$ cat src/rtl/core/mie_pkg.sv
// Package for the modular inverse block: widths, reset constants and the
// sequencer state type. No dependencies.
package mie_pkg;

   localparam int VALUE_BITS = 31;
   // Bezout coefficients stay within the modulus in magnitude; two extra bits
   // give the sign and headroom for partial sums.
   localparam int COEF_BITS  = VALUE_BITS + 2;
   // The divisor can be shifted left at most VALUE_BITS-1 places.
   localparam int SHIFT_BITS = $clog2(VALUE_BITS);

   localparam logic [VALUE_BITS-1:0] RESET_MODULUS = VALUE_BITS'(998244353);

   typedef enum logic [2:0] {
      ST_IDLE,
      ST_TEST,
      ST_ALIGN,
      ST_REDUCE,
      ST_FIX
   } state_type;

endpackage

$ cat src/rtl/core/modular_inverse_euclid.sv
// Each Euclid step shifts the divisor left by the k places that its quotient
// needs and then reduces. The sum of k over all steps is at most 30 and there
// are at most about 46 steps. Throughput: one item at a time. A finished
// result waits in the output register while the next item is taken.
// Synchronous reset clears the sequencer and the output valid, and sets the
// modulus to 998244353.
// Top level of the modular inverse block; depends on mie_pkg.
module modular_inverse_euclid
   import mie_pkg::*;
(
   input  logic        clock,
   input  logic        reset,
   // Configuration: modulus.
   input  logic        csr_wen,
   input  logic [30:0] csr_wdata,
   // tdata: residue [30:0], zero [31].
   input  logic        req_tvalid,
   output logic        req_tready,
   input  logic [31:0] req_tdata,
   // tdata: inverse [30:0], no_inverse [31], gcd_value [62:32], zero [63].
   output logic        rsp_tvalid,
   input  logic        rsp_tready,
   output logic [63:0] rsp_tdata
);

   state_type state_ff, state_in;

   logic [VALUE_BITS-1:0]       modulus_ff;
   logic [VALUE_BITS-1:0]       a_ff;
   logic [VALUE_BITS-1:0]       b_ff;
   logic signed [COEF_BITS-1:0] s0_ff;
   logic signed [COEF_BITS-1:0] s1_ff;
   logic signed [COEF_BITS-1:0] t_ff;
   logic [VALUE_BITS:0]         d_ff;
   logic [SHIFT_BITS-1:0]       k_ff;

   logic                  out_valid_ff;
   logic [VALUE_BITS-1:0] inv_ff;
   logic                  none_ff;
   logic [VALUE_BITS-1:0] gcd_ff;

   logic                        req_fire;
   logic                        out_free;
   logic                        load_out;
   logic [VALUE_BITS:0]         d_dbl;
   logic                        fits_dbl;
   logic                        fits;
   logic [VALUE_BITS:0]         rem_sub;
   logic signed [COEF_BITS-1:0] coef_sub;
   logic [VALUE_BITS-1:0]       r_next;
   logic signed [COEF_BITS-1:0] s_next;
   logic signed [COEF_BITS-1:0] mod_ext;
   logic signed [COEF_BITS-1:0] coef_up;
   logic signed [COEF_BITS-1:0] coef_down;
   logic signed [COEF_BITS-1:0] coef_norm;
   logic                        none_calc;

   assign req_fire = req_tvalid && req_tready;
   assign out_free = !out_valid_ff || rsp_tready;

   // Shared compare/subtract unit for the shift-subtract quotient.
   assign d_dbl    = {d_ff[VALUE_BITS-1:0], 1'b0};
   assign fits_dbl = !d_ff[VALUE_BITS] && (d_dbl <= {1'b0, a_ff});
   assign fits     = d_ff <= {1'b0, a_ff};
   assign rem_sub  = {1'b0, a_ff} - d_ff;
   assign coef_sub = s0_ff - t_ff;
   assign r_next   = fits ? rem_sub[VALUE_BITS-1:0] : a_ff;
   assign s_next   = fits ? coef_sub : s0_ff;

   // Final coefficient lies within one modulus of the target range.
   assign mod_ext   = $signed({2'b00, modulus_ff});
   assign coef_up   = s0_ff + mod_ext;
   assign coef_down = s0_ff - mod_ext;
   assign none_calc = (modulus_ff == '0) || (a_ff != VALUE_BITS'(1));

   always_comb begin
      if (s0_ff < 0) begin
         coef_norm = coef_up;
      end else if (s0_ff >= mod_ext) begin
         coef_norm = coef_down;
      end else begin
         coef_norm = s0_ff;
      end
   end

   // Next state.
   always_comb begin
      state_in = state_ff;
      unique case (state_ff)
         ST_IDLE: begin
            if (req_fire) state_in = ST_TEST;
         end
         ST_TEST: begin
            state_in = (b_ff == '0) ? ST_FIX : ST_ALIGN;
         end
         ST_ALIGN: begin
            if (!fits_dbl) state_in = ST_REDUCE;
         end
         ST_REDUCE: begin
            if (k_ff == '0) state_in = ST_TEST;
         end
         ST_FIX: begin
            if (out_free) state_in = ST_IDLE;
         end
         default: state_in = ST_IDLE;
      endcase
   end

   // Sequencer outputs.
   always_comb begin
      req_tready = 1'b0;
      load_out   = 1'b0;
      unique case (state_ff)
         ST_IDLE:   req_tready = 1'b1;
         ST_FIX:    load_out   = out_free;
         ST_TEST, ST_ALIGN, ST_REDUCE: begin
            req_tready = 1'b0;
         end
         default: begin
            req_tready = 1'b0;
            load_out   = 1'b0;
         end
      endcase
   end

   always_ff @(posedge clock) begin
      if (reset) begin
         state_ff     <= ST_IDLE;
         out_valid_ff <= 1'b0;
         modulus_ff   <= RESET_MODULUS;
      end else begin
         state_ff <= state_in;
         if (csr_wen) modulus_ff <= csr_wdata;
         if (load_out) begin
            out_valid_ff <= 1'b1;
         end else if (rsp_tready) begin
            out_valid_ff <= 1'b0;
         end
      end
   end

   // Euclid datapath. Each step computes a mod b and s0 - q*s1 together, one
   // quotient bit per reduce cycle, then rotates the pairs.
   always_ff @(posedge clock) begin
      unique case (state_ff)
         ST_IDLE: begin
            if (req_fire) begin
               a_ff  <= req_tdata[VALUE_BITS-1:0];
               b_ff  <= modulus_ff;
               s0_ff <= COEF_BITS'(1);
               s1_ff <= '0;
            end
         end
         ST_TEST: begin
            d_ff <= {1'b0, b_ff};
            t_ff <= s1_ff;
            k_ff <= '0;
         end
         ST_ALIGN: begin
            if (fits_dbl) begin
               d_ff <= d_dbl;
               t_ff <= t_ff <<< 1;
               k_ff <= k_ff + SHIFT_BITS'(1);
            end
         end
         ST_REDUCE: begin
            if (k_ff == '0) begin
               a_ff  <= b_ff;
               b_ff  <= r_next;
               s0_ff <= s1_ff;
               s1_ff <= s_next;
            end else begin
               a_ff  <= r_next;
               s0_ff <= s_next;
               d_ff  <= d_ff >> 1;
               t_ff  <= t_ff >>> 1;
               k_ff  <= k_ff - SHIFT_BITS'(1);
            end
         end
         ST_FIX: begin
            if (load_out) begin
               gcd_ff  <= a_ff;
               none_ff <= none_calc;
               inv_ff  <= none_calc ? '0 : coef_norm[VALUE_BITS-1:0];
            end
         end
         default: begin
         end
      endcase
   end

   assign rsp_tvalid = out_valid_ff;
   assign rsp_tdata  = {1'b0, gcd_ff, none_ff, inv_ff};

   // The block holds off new items while one is in work.
   a_busy: assert property (@(posedge clock) disable iff (reset)
      req_fire |=> !req_tready)
      else $error("input taken while an item is in work");

   // The running remainder stays below twice the divisor while reducing.
   a_reduce_range: assert property (@(posedge clock) disable iff (reset)
      (state_ff == ST_REDUCE) |-> ({2'b00, a_ff} < {d_ff, 1'b0}))
      else $error("quotient alignment lost");

   // An inverse is only reported with a unit gcd.
   a_unit_gcd: assert property (@(posedge clock) disable iff (reset)
      (rsp_tvalid && !rsp_tdata[31]) |-> (rsp_tdata[62:32] == 31'd1))
      else $error("inverse reported with gcd other than one");

   a_zero_inv: assert property (@(posedge clock) disable iff (reset)
      (rsp_tvalid && rsp_tdata[31]) |-> (rsp_tdata[30:0] == '0))
      else $error("nonzero inverse with no_inverse set");

endmodule

$ cat config.mk
export PLATFORM = sky130hd
export DESIGN_NAME = modular_inverse_euclid
export DESIGN_NICKNAME = d
export VERILOG_FILES = /design/src/rtl/core/mie_pkg.sv /design/src/rtl/core/modular_inverse_euclid.sv
export SDC_FILE = /design/constraint.sdc
export NUM_CORES = 1
export LEC_CHECK = 0
export BUFFER_PORTS_ARGS = -buffer_cell sky130_fd_sc_hd__buf_2
export CAP_MARGIN = 20
export CORE_ASPECT_RATIO = 1.25
export CORE_MARGIN = 3
export CORE_UTILIZATION = 25
export DETAILED_ROUTE_END_ITERATION = 16
export SETUP_SLACK_MARGIN = 0.4
export SLEW_MARGIN = 10
export SYNTH_ARGS = -nofsm -noshare
export SYNTH_HDL_FRONTEND = slang
export SYNTH_SLANG_ARGS = --single-unit
$ cat constraint.sdc
create_clock -name clock -period 18.41 [get_ports clock]
set_input_delay 0.9205 -clock clock [delete_from_list [all_inputs] [get_ports clock]]
set_output_delay 0.9205 -clock clock [all_outputs]
set_load 0.01 [all_outputs]
==> results.yml, run 1 <==
placement:
  hpwlAfterDp_mm: 52.76
  pre_cts_slack_ns: 13.42
  place_area_um2: 23760
  port_buffers: 131
  place.gp.congestion: 0.9375
setup_path:
  endpoint_kind: "register"
  crit_type: "register to register"
  arrival_ns: 5.17
  crit_chain: "inv_1, ha_1, and4b_1, a211o_1, a22o_1, o21ai_0, o211ai_1, a221oi_1, a41oi_1, or4b_1, a21oi_4, buf_4"
  cp-start-kind: "register"
  max_stage_delay_ns: 0.73
  worst_ep_required_time_ns: 18.60
  cp_max_fo: 48
  worst_path_max_delay_cell: "a21oi_4"
die:
  start_util_pct: 25.28
  rows: 121
  num_io_pins: 134
  coreArea_um2: 87360
  dieHeight_um: 338.3
  die-area_um2: 91950
  fp.dieW_um: 271.8
finish:
  synthToLayoutAreaGrowth_pct: 13.28
  drive_gt1_share_pct: 9.996
  final_cell_mix: "edfxtp_1 (261), nand2_1 (226), o21ai_0 (209)"
  n_antenna_cell: 0
  fillers: 9348
  final_common_cell: "edfxtp_1"
  nNetsFinal: 2725
  multi_input_area_um2: 12350
  ff_latch_area_um2: 8542
  fin_area_um2: 25010
clock_tree:
  insertion_delay_ns: 0.57
  tritoncts: "done"
  h-tree-depth: 2
  cts_buffers: 37
  ctsResizeCount: 0
  cts_hold_buf: 0
  cts.reportedPaths.clkPinSlew_ns: 0.06
  clock-root-buffer: "clkbuf_16"
  cts_buffer_depth: 3
  post_cts_buffers: 0
  clock_sink_count: 296
route:
  routedWlPerCell_um: 19.76
  route.detailed.drc: 0
  drt_pass1_iterations: 5
  drt_iter0_drc: 1596
  num_vias: 18550
  viasPerCell: 5.069
  routed_wl_mm: 72.30
  drtAntennaViolNets: 0
sta:
  period_share_pct: 27.08
  max-slew-margin-rel_pct: 27.92
  holdWs_ns: 0.5503
  finalMaxSlewViolations: 0
  tightest_slew_ns: 1.081
  grt_setup_unrepaired: "no"
  hold_viol: 0
  fmax_mhz: 200.6
  finalClockSkew_ns: 0.02221
  tns_ns: 0
  setup_viol: 0
  timing.final.crit_period_ns: 4.985
  fin_ws_ns: 13.43
synth:
  synth_seq_area_share_pct: 38.67
  synth_cell_types: 93
  synth_area_um2: 22080
  synth_area_per_cell_um2: 9.144
  synth-async-reset-ratio_pct: 0
  syn_inst: 2415
  synth_fp_nets: 2675
  yosysWarnings: 0
  synth_edf_count: 261
  synth_top_flop_cell: "edfxtp_1"
  synth-seq-cells: 296
global_route:
  antenna_found_initial: 0
  grt.overflow.total: 0
  grt_first_pass_wirelength_mm: 108.2
  globalRouteTotalUtil_pct: 15.17
  grt_max_degree: 91
  grt_pass1_vias: 17810
pwr:
  p_leak_uw: 0.01017
  powerDensity_nw_per_um2: 93.38
  vdd_drop_max_uv: 49.17
min_path:
  worstHoldPathType: "register to register"
run_status:
  status: "finished, final reports clean"
job:
  maxCapViolations: 0
==> where the power goes <==
group	internal, µW	switching (µW)	leakage, µW	total, µW
combinational	275	452	0.00673	727
sequential	798	72.6	0.00284	871
clock	437	300	0.000592	737
==> stage by stage <==
stage	power, µW	std cells	utilization, %
global placement	1598	3592	27.20
floorplan	1409	2415	-
global route	2468	3659	28.63
CTS	2349	3657	28.57
detailed placement	1600	3592	27.20
finish	2336	3659	28.63
==> critical path, delay by kind of cell (launching register included) <==
kind	cells	cell delay, ns
and+or+nand+nor	2	0.83
AOI/OAI and AO/OA	7	1.96
buffers and inverters	2	0.86
adders and majority gates	1	0.33
DFF	1	0.59
==> flip-flops by register name (all words and copies together), names as in the netlist <==
register,flops
t_ff,33
inv_ff,31
rsp_tvalid,1
b_ff,31
s1_ff,33
a_ff,31
none_ff,1
d_ff,32
state_ff,3
s0_ff,33
gcd_ff,31
modulus_ff,31
k_ff,5
==> per-layer routing <==
layer	wire [µm]	share of wire, %	track usage [%]
met5	0	0	0
met3	4217	5.8	1.942
met2	33750	47	25.24
met1	31700	44	20.15
met4	2636	3.6	5.457
==> path summary, 6_finish.rpt <==
path	slack, ns	depth (start not counted)	startpoint	to
max	13.43	12	a_ff[3]$_DFFE_PP_	t_ff[6]$_DFFE_PP_
min	0.55	2	s1_ff[16]$_SDFFCE_PN0P_	t_ff[16]$_DFFE_PP_
max reg2reg	13.43	12	a_ff[3]$_DFFE_PP_	t_ff[6]$_DFFE_PP_
min reg2reg	0.55	2	s1_ff[16]$_SDFFCE_PN0P_	t_ff[16]$_DFFE_PP_
==> cells in the mapped netlist (all sizes together), types with 25 or more instances <==
cell type | count | area, µm²
nor4 | 28 | 187.7
o21ai | 225 | 1130
xor2 | 33 | 289.0
nand4 | 27 | 168.9
clkbuf | 87 | 327.8
dfxtp | 35 | 700.7
xnor2 | 67 | 586.8
ha | 187 | 2340
a211oi | 47 | 380.4
edfxtp | 261 | 7838
nor2 | 206 | 773.2
inv | 168 | 630.6
mux2i | 116 | 1161
a21oi | 187 | 935.9
nand2 | 230 | 865.8
nor2b | 25 | 156.4
buf | 50 | 301.5
a21o | 67 | 503.0
==> cell type report <==
type / count / area share (%)
flip-flops and latches: 296 / 34.15
clock buffers: 47 / 3.932
well taps: 1168 / 5.842
inverters: 169 / 2.536
repair buffers: 148 / 3.291
clock inverters: 18 / 0.8653
multi-input cells: 1813 / 49.38
==> cell families (layout without fill, tap and decap cells) <==
kind of cell             Yosys count  after routing  share of synthesized area (%)
AO/OA/AOI/OAI                    737            737                          21.15
AND/OR/NAND/NOR                  664            664                          14.01
buffers and inverters            306            382                          5.723
flip-flops                       296            296                          38.67
adder cells (fa/ha/maj)          192            192                          11.05
multiplexers                     119            119                          5.428
XOR/XNOR                         100            100                          3.966
other                              1              1                        0.01698
No activity file was read; power rests on OpenSTA's default activity.
==> run 2, diff against run 1 <==
--- a/config.mk
+++ b/config.mk
@@ -5,6 +5,7 @@
 export SDC_FILE = /design/constraint.sdc
 export NUM_CORES = 1
 export LEC_CHECK = 0
+export ABC_AREA = 1
 export BUFFER_PORTS_ARGS = -buffer_cell sky130_fd_sc_hd__buf_2
 export CAP_MARGIN = 20
 export CORE_ASPECT_RATIO = 1.25
==> constraint.sdc (replaced) <==
create_clock -name clock -period 5.2 [get_ports clock]
set_input_delay 0.26 -clock clock [delete_from_list [all_inputs] [get_ports clock]]
set_output_delay 0.26 -clock clock [all_outputs]
set_load 0.01 [all_outputs]
==> run 2 against run 1 <==
Effect of this change: sequential power grew to 4.2 times the previous value; synthesized area grew 6.6%; critical path depth shrank 2; flip-flop and latch count is the same; wire length grew 37%; total power grew to 5.9 times the previous value; clock skew is essentially flat; clock-buffer cell count shrank 3; non-clock buffer count grew 33; via count grew 24%; critical endpoint is now d_ff[13]$_DFFE_PP_; largest cell class unchanged.
==> results.yml, run 2 <==
run_status:
  status: "finished, final reports clean"
placement:
  place_area_um2: 25520
  port_buffers: 131
  place.gp.congestion: 0.9826
  hpwlAfterDp_mm: 77.93
  pre_cts_slack_ns: 1.607
setup_path:
  worstRegToRegCells: 10
  cp_max_fo: 28
  r2r-end: "d_ff[13]$_DFFE_PP_"
  worst_ep_required_time_ns: 5.45
  reg2reg_slack_ns: 1.66
  arrival_ns: 3.79
  rr_startpoint: "a_ff[15]$_DFFE_PP_"
  crit_type: "register to register"
  endpoint_kind: "register"
  cp-start-kind: "register"
die:
  coreArea_um2: 93210
  num_io_pins: 134
  dieHeight_um: 349.1
  die-area_um2: 97890
  rows: 125
  start_util_pct: 25.25
  fp.dieW_um: 280.4
clock_tree:
  post_cts_buffers: 0
  h-tree-depth: 2
  cts_buffer_depth: 3
  cts.reportedPaths.clkPinSlew_ns: 0.06
  clock-root-buffer: "clkbuf_16"
  tritoncts: "done"
  cts_buffers: 37
  ctsResizeCount: 0
  insertion_delay_ns: 0.57
  cts_hold_buf: 13
  clock_sink_count: 296
route:
  drt_pass1_iterations: 5
  viasPerCell: 4.993
  num_vias: 23000
  drt_iter0_drc: 1998
  drtAntennaViolNets: 0
  route.detailed.drc: 0
  routed_wl_mm: 98.89
  routedWlPerCell_um: 21.47
synth:
  synthMuxAreaShare_pct: 0
  yosysWarnings: 0
  syn_inst: 3256
  synth_area_um2: 23540
  synthXorXnorAreaFrac_pct: 1.972
  yosys.area.top_type_share_pct: 33.30
  ys_top_cells_by_count: "nand2_1 (1021), inv_1 (425), edfxtp_1 (261)"
  synth-async-reset-ratio_pct: 0
  synth_area_leader_cell: "edfxtp_1"
  synth_fp_nets: 3516
  synth.area.top_cells: "edfxtp_1 (33%), nand2_1 (16%), ha_1 (9.9%)"
  synth_area_per_cell_um2: 7.229
  synth_seq_area_share_pct: 36.27
  synth_top_family_by_area: "simple AND/OR/NAND/NOR gates"
  synth_adder_area_share_pct: 10.37
  synth_cell_types: 52
  synth_top_flop_cell: "edfxtp_1"
  synthMostInstantiatedCell: "nand2_1"
  synth_compound_area_share_pct: 13.15
  synth_edf_count: 261
  yosys.area_share.simple_pct: 29.03
  synth-seq-cells: 296
sta:
  tightest_slew_ns: 0.9650
  fin_ws_ns: 1.664
  tns_ns: 0
  finalClockSkew_ns: 0.02182
  grt_setup_unrepaired: "no"
  setup_viol: 0
  finalMaxSlewViolations: 0
  timing.final.crit_period_ns: 3.536
  fmax_mhz: 282.8
  hold_viol: 0
  max-slew-margin-rel_pct: 35.07
  period_share_pct: 68.00
finish:
  final_cell_mix: "nand2_1 (1018), inv_1 (424), edfxtp_1 (261)"
  reg_top3: "s0_ff (33), s1_ff (33), t_ff (33)"
  nNetsFinal: 3630
  ff_latch_area_um2: 8538
  final_util_pct: 29.00
  fillers: 10170
  final_common_cell: "nand2_1"
  multi_input_area_um2: 12870
  drive_gt1_share_pct: 8.414
  synthToLayoutAreaGrowth_pct: 14.84
  fin_area_um2: 27030
pwr:
  p_leak_uw: 0.01254
  vdd_drop_max_uv: 221.0
  powerDensity_nw_per_um2: 509.5
global_route:
  grt_pass1_vias: 22750
  grt_max_degree: 73
  grt_first_pass_wirelength_mm: 145.2
  globalRouteTotalUtil_pct: 19.76
  antenna_found_initial: 5
  grt.overflow.total: 0
min_path:
  min_to: "modulus_ff[3]$_SDFFE_PP0P_"
  hold_depth: 3
  worstHoldPathType: "primary input to register"
  worstHoldStart: "csr_wdata[3]"
job:
  maxCapViolations: 0
## run 2: cell count changes after synthesis, moves of 55 or more
cell / delta
nand3_1: +202
xnor2_1: -59
o221ai_1: +55
nand2_1: +792
o21ai_0: -64
a21o_1: -59
a21oi_1: +61
inv_1: +258
mux2i_1: -116
## run 2: final cells by class
cell class	instances	area share, %
clock buffer	44	3.791
inverter	429	5.976
timing repair buffer	181	4.148
tap	1206	5.583
multi-input combinational	2425	47.62
sequential	296	31.59
antenna	1	0.009258
clock inverter	24	1.287
## run 2: stage by stage
stage | cells | hold slack, ns | total power (µW)
2_1_floorplan | 3256 | 0.3823 | 8409
3_3_place_gp | 4523 | 0.4637 | 10720
6_report | 4606 | 0.02982 | 13770
5_1_grt | 4605 | 0.02247 | 14700
4_1_cts | 4605 | 0.01173 | 13750
3_5_place_dp | 4524 | 0.4584 | 10740
## run 2: how the worst max path moves through the flow
stage | from | to | slack, ns | depth (start not counted)
floorplan | d_ff[29]$_DFFE_PP_ | d_ff[0]$_DFFE_PP_ | 1.38 | 12
global placement | a_ff[15]$_DFFE_PP_ | d_ff[11]$_DFFE_PP_ | 1.65 | 10
detailed placement | a_ff[14]$_DFFE_PP_ | d_ff[11]$_DFFE_PP_ | 1.61 | 10
CTS | a_ff[14]$_DFFE_PP_ | d_ff[1]$_DFFE_PP_ | 1.60 | 10
global route | a_ff[13]$_DFFE_PP_ | inv_ff[0]$_SDFFCE_PP0P_ | 1.54 | 7
finish | a_ff[15]$_DFFE_PP_ | d_ff[13]$_DFFE_PP_ | 1.66 | 10
## run 2: layer usage
layer  track usage, %  wire length (µm)
met1            24.26             40520
met2            35.12             48570
met3            1.871              5363
met4            8.427              4437
met5                0                 0
## run 2: worst max-delay path, stage by stage, from the launching register on
cell,delay [ns]
edfxtp_1,0.46
inv_1,0.17
ha_1,0.33
nand2_1,0.08
nor3_1,0.60
nand4_1,0.18
nand2_1,0.24
nand2_1,0.08
o21a_1,0.22
nor2_4,0.53
buf_12,0.29
## run 2: cell families (layout without fill, tap and decap cells)
group | after synthesis | count (layout)
AND/OR/NAND/NOR | 1642 | 1642
AO/OA/AOI/OAI | 537 | 537
buffers and inverters | 535 | 678
flip-flops | 296 | 296
adder cells (fa/ha/maj) | 192 | 192
XOR/XNOR | 53 | 53
other | 1 | 2
## run 2: report_power, final
part	switching [µW]	leakage, µW	total, µW	internal (µW)
clock network	1140	0.000653	2960	1820
logic	5000	0.00911	7120	2120
registers	455	0.00278	3700	3240
==> run 3, diff against run 2 <==
==> constraint.sdc (replaced) <==
create_clock -name clock -period 3.5 [get_ports clock]
set_input_delay 0.175 -clock clock [delete_from_list [all_inputs] [get_ports clock]]
set_output_delay 0.175 -clock clock [all_outputs]
set_load 0.01 [all_outputs]
==> run 3 against run 2 <==
Effect of this change: the run now ends with hold timing left; flip-flop and latch count stayed put; critical endpoint is now d_ff[19]$_DFFE_PP_; clock skew is 0.012 ns higher; cell area is 4.1% higher.
==> results.yml, run 3 (synthesis gave the netlist of run 2 again) <==
sta:
  fmax_mhz: 332.8
  tightest_slew_ns: 1.117
  fin_ws_ns: 0.4955
  hold_viol: 1
  finalClockSkew_ns: 0.03375
  tns_ns: 0
  finalMaxSlewViolations: 0
  max-slew-margin-rel_pct: 25.54
  grt_setup_unrepaired: "yes"
  timing.final.crit_period_ns: 3.005
  period_share_pct: 85.84
  holdWs_ns: -0.0009930
  setup_viol: 0
route:
  num_vias: 23480
  drt_iter0_drc: 2223
  viasPerCell: 4.985
  drtAntennaViolNets: 0
  route.detailed.drc: 0
  drt_pass1_iterations: 5
  routed_wl_mm: 101.3
  routedWlPerCell_um: 21.50
setup_path:
  worst_ep_required_time_ns: 3.76
  worstRegToRegCells: 16
  startpoint: "a_ff[5]$_DFFE_PP_"
  cp_max_fo: 22
  arrival_ns: 3.26
  rr_startpoint: "a_ff[5]$_DFFE_PP_"
  crit_type: "register to register"
  endpoint_kind: "register"
  r2r-end: "d_ff[19]$_DFFE_PP_"
  cp-start-kind: "register"
  reg2reg_slack_ns: 0.50
  endpoint: "d_ff[19]$_DFFE_PP_"
placement:
  place.gp.congestion: 0.9955
  pre_cts_slack_ns: 0.07778
  port_buffers: 131
  hpwlAfterDp_mm: 78.68
finish:
  final_cell_mix: "nand2_1 (1012), inv_1 (421), edfxtp_1 (261)"
  nNetsFinal: 3738
  drive_gt1_share_pct: 10.73
  synthToLayoutAreaGrowth_pct: 19.52
  reg_top3: "s0_ff (33), s1_ff (33), t_ff (33)"
  final_common_cell: "nand2_1"
  n_antenna_cell: 0
job:
  maxCapViolations: 0
die:
  num_io_pins: 134
  dieHeight_um: 349.1
  start_util_pct: 25.25
  die-area_um2: 97890
  rows: 125
  fp.dieW_um: 280.4
  coreArea_um2: 93210
pwr:
  powerDensity_nw_per_um2: 742.3
  p_leak_uw: 0.01310
  power_uw: 20880
  vdd_drop_max_uv: 327.8
min_path:
  worstHoldStart: "req_tdata[3]"
  worstHoldPathType: "primary input to register"
run_status:
  violations: "hold timing"
  status: "complete, but fails checks"
clock_tree:
  cts_buffers: 35
  cts_buffer_depth: 3
  insertion_delay_ns: 0.59
  h-tree-depth: 2
  cts.reportedPaths.clkPinSlew_ns: 0.06
  tritoncts: "done"
  clock-root-buffer: "clkbuf_16"
  clock_sink_count: 296
global_route:
  grt_first_pass_wirelength_mm: 147.3
  grt_pass1_vias: 23140
  antenna_found_initial: 3
  grt_max_degree: 147
  grt.overflow.total: 0
  globalRouteTotalUtil_pct: 20.16
run 3: cell count changes in the layout (fill, tap and decap cells not counted), sizes merged:
cell	before	now
buf	168	238
dlygate4sd3	13	52
clkbuf	44	52
clkinvlp	7	1
clkinv	8	4
bufinv	8	7
diode	1	0
run 3: what timing repair did:
action	CTS	global route
hold buffers	52	0
resized for setup	10	29
setup buffers	3	4
pin swaps	5	4
gates cloned	1	1
hold endpoints to repair	52	0
endpoints found under the setup margin	85	166
run 3: worst min-delay path by stage:
| stage | end | cells after the start |
|---|---|---|
| floorplan | modulus_ff[23]$_SDFFE_PP1P_ | 2 |
| global placement | modulus_ff[28]$_SDFFE_PP1P_ | 3 |
| detailed placement | modulus_ff[28]$_SDFFE_PP1P_ | 3 |
| CTS | a_ff[3]$_DFFE_PP_ | 5 |
| global route | modulus_ff[0]$_SDFFE_PP1P_ | 3 |
| finish | a_ff[3]$_DFFE_PP_ | 5 |
run 3: layout make-up:
cell class / count / area [µm²]
well taps: 1206 / 1509
inverters: 429 / 1622
multi-input cells: 2425 / 12960
repair buffers: 291 / 2180
fillers: 10140 / 65080
clock inverters: 13 / 287.8
flip-flops and latches: 296 / 8539
clock buffers: 51 / 1037
run 3: through the flow:
stage,instance area [µm²],std cells,hold WS [ns],utilization (%)
after detailed placement,26050,4586,0.4064,27.95
after global placement,26030,4585,0.4087,27.92
after CTS,27990,4706,0.0007550,30.02
after floorplan,23560,3256,0.2973,-
after global routing,28130,4711,0.009825,30.18
final,28130,4711,-0.0009930,30.18
run 3: power by group:
part           switching [µW]  internal (µW)
clock                    1680           2610
sequential                567           4810
combinational            7690           3530
total                    9940          10900
run 3: critical path: stages, from the launching register on:
cell	delay [ns]
edfxtp_1	0.58
inv_1	0.13
ha_1	0.33
nand2_1	0.08
a21oi_1	0.05
nor2_1	0.15
nand3_1	0.09
nand2_1	0.06
nand2_1	0.05
nand2_1	0.17
nand2_1	0.09
nand2_2	0.11
nand2_1	0.06
o21a_1	0.21
nor2_4	0.13
buf_12	0.16
buf_16	0.18
run 3: layer usage:
layer	routed length [µm]	GRT usage, %	part of all wire [%]	up-vias
met5	0	0	0	-
met4	4936	8.907	4.9	0
met3	6097	2.599	6.0	207
met2	49290	35.41	49	953
met1	40960	24.57	40	11050
li1	-	-	-	11280
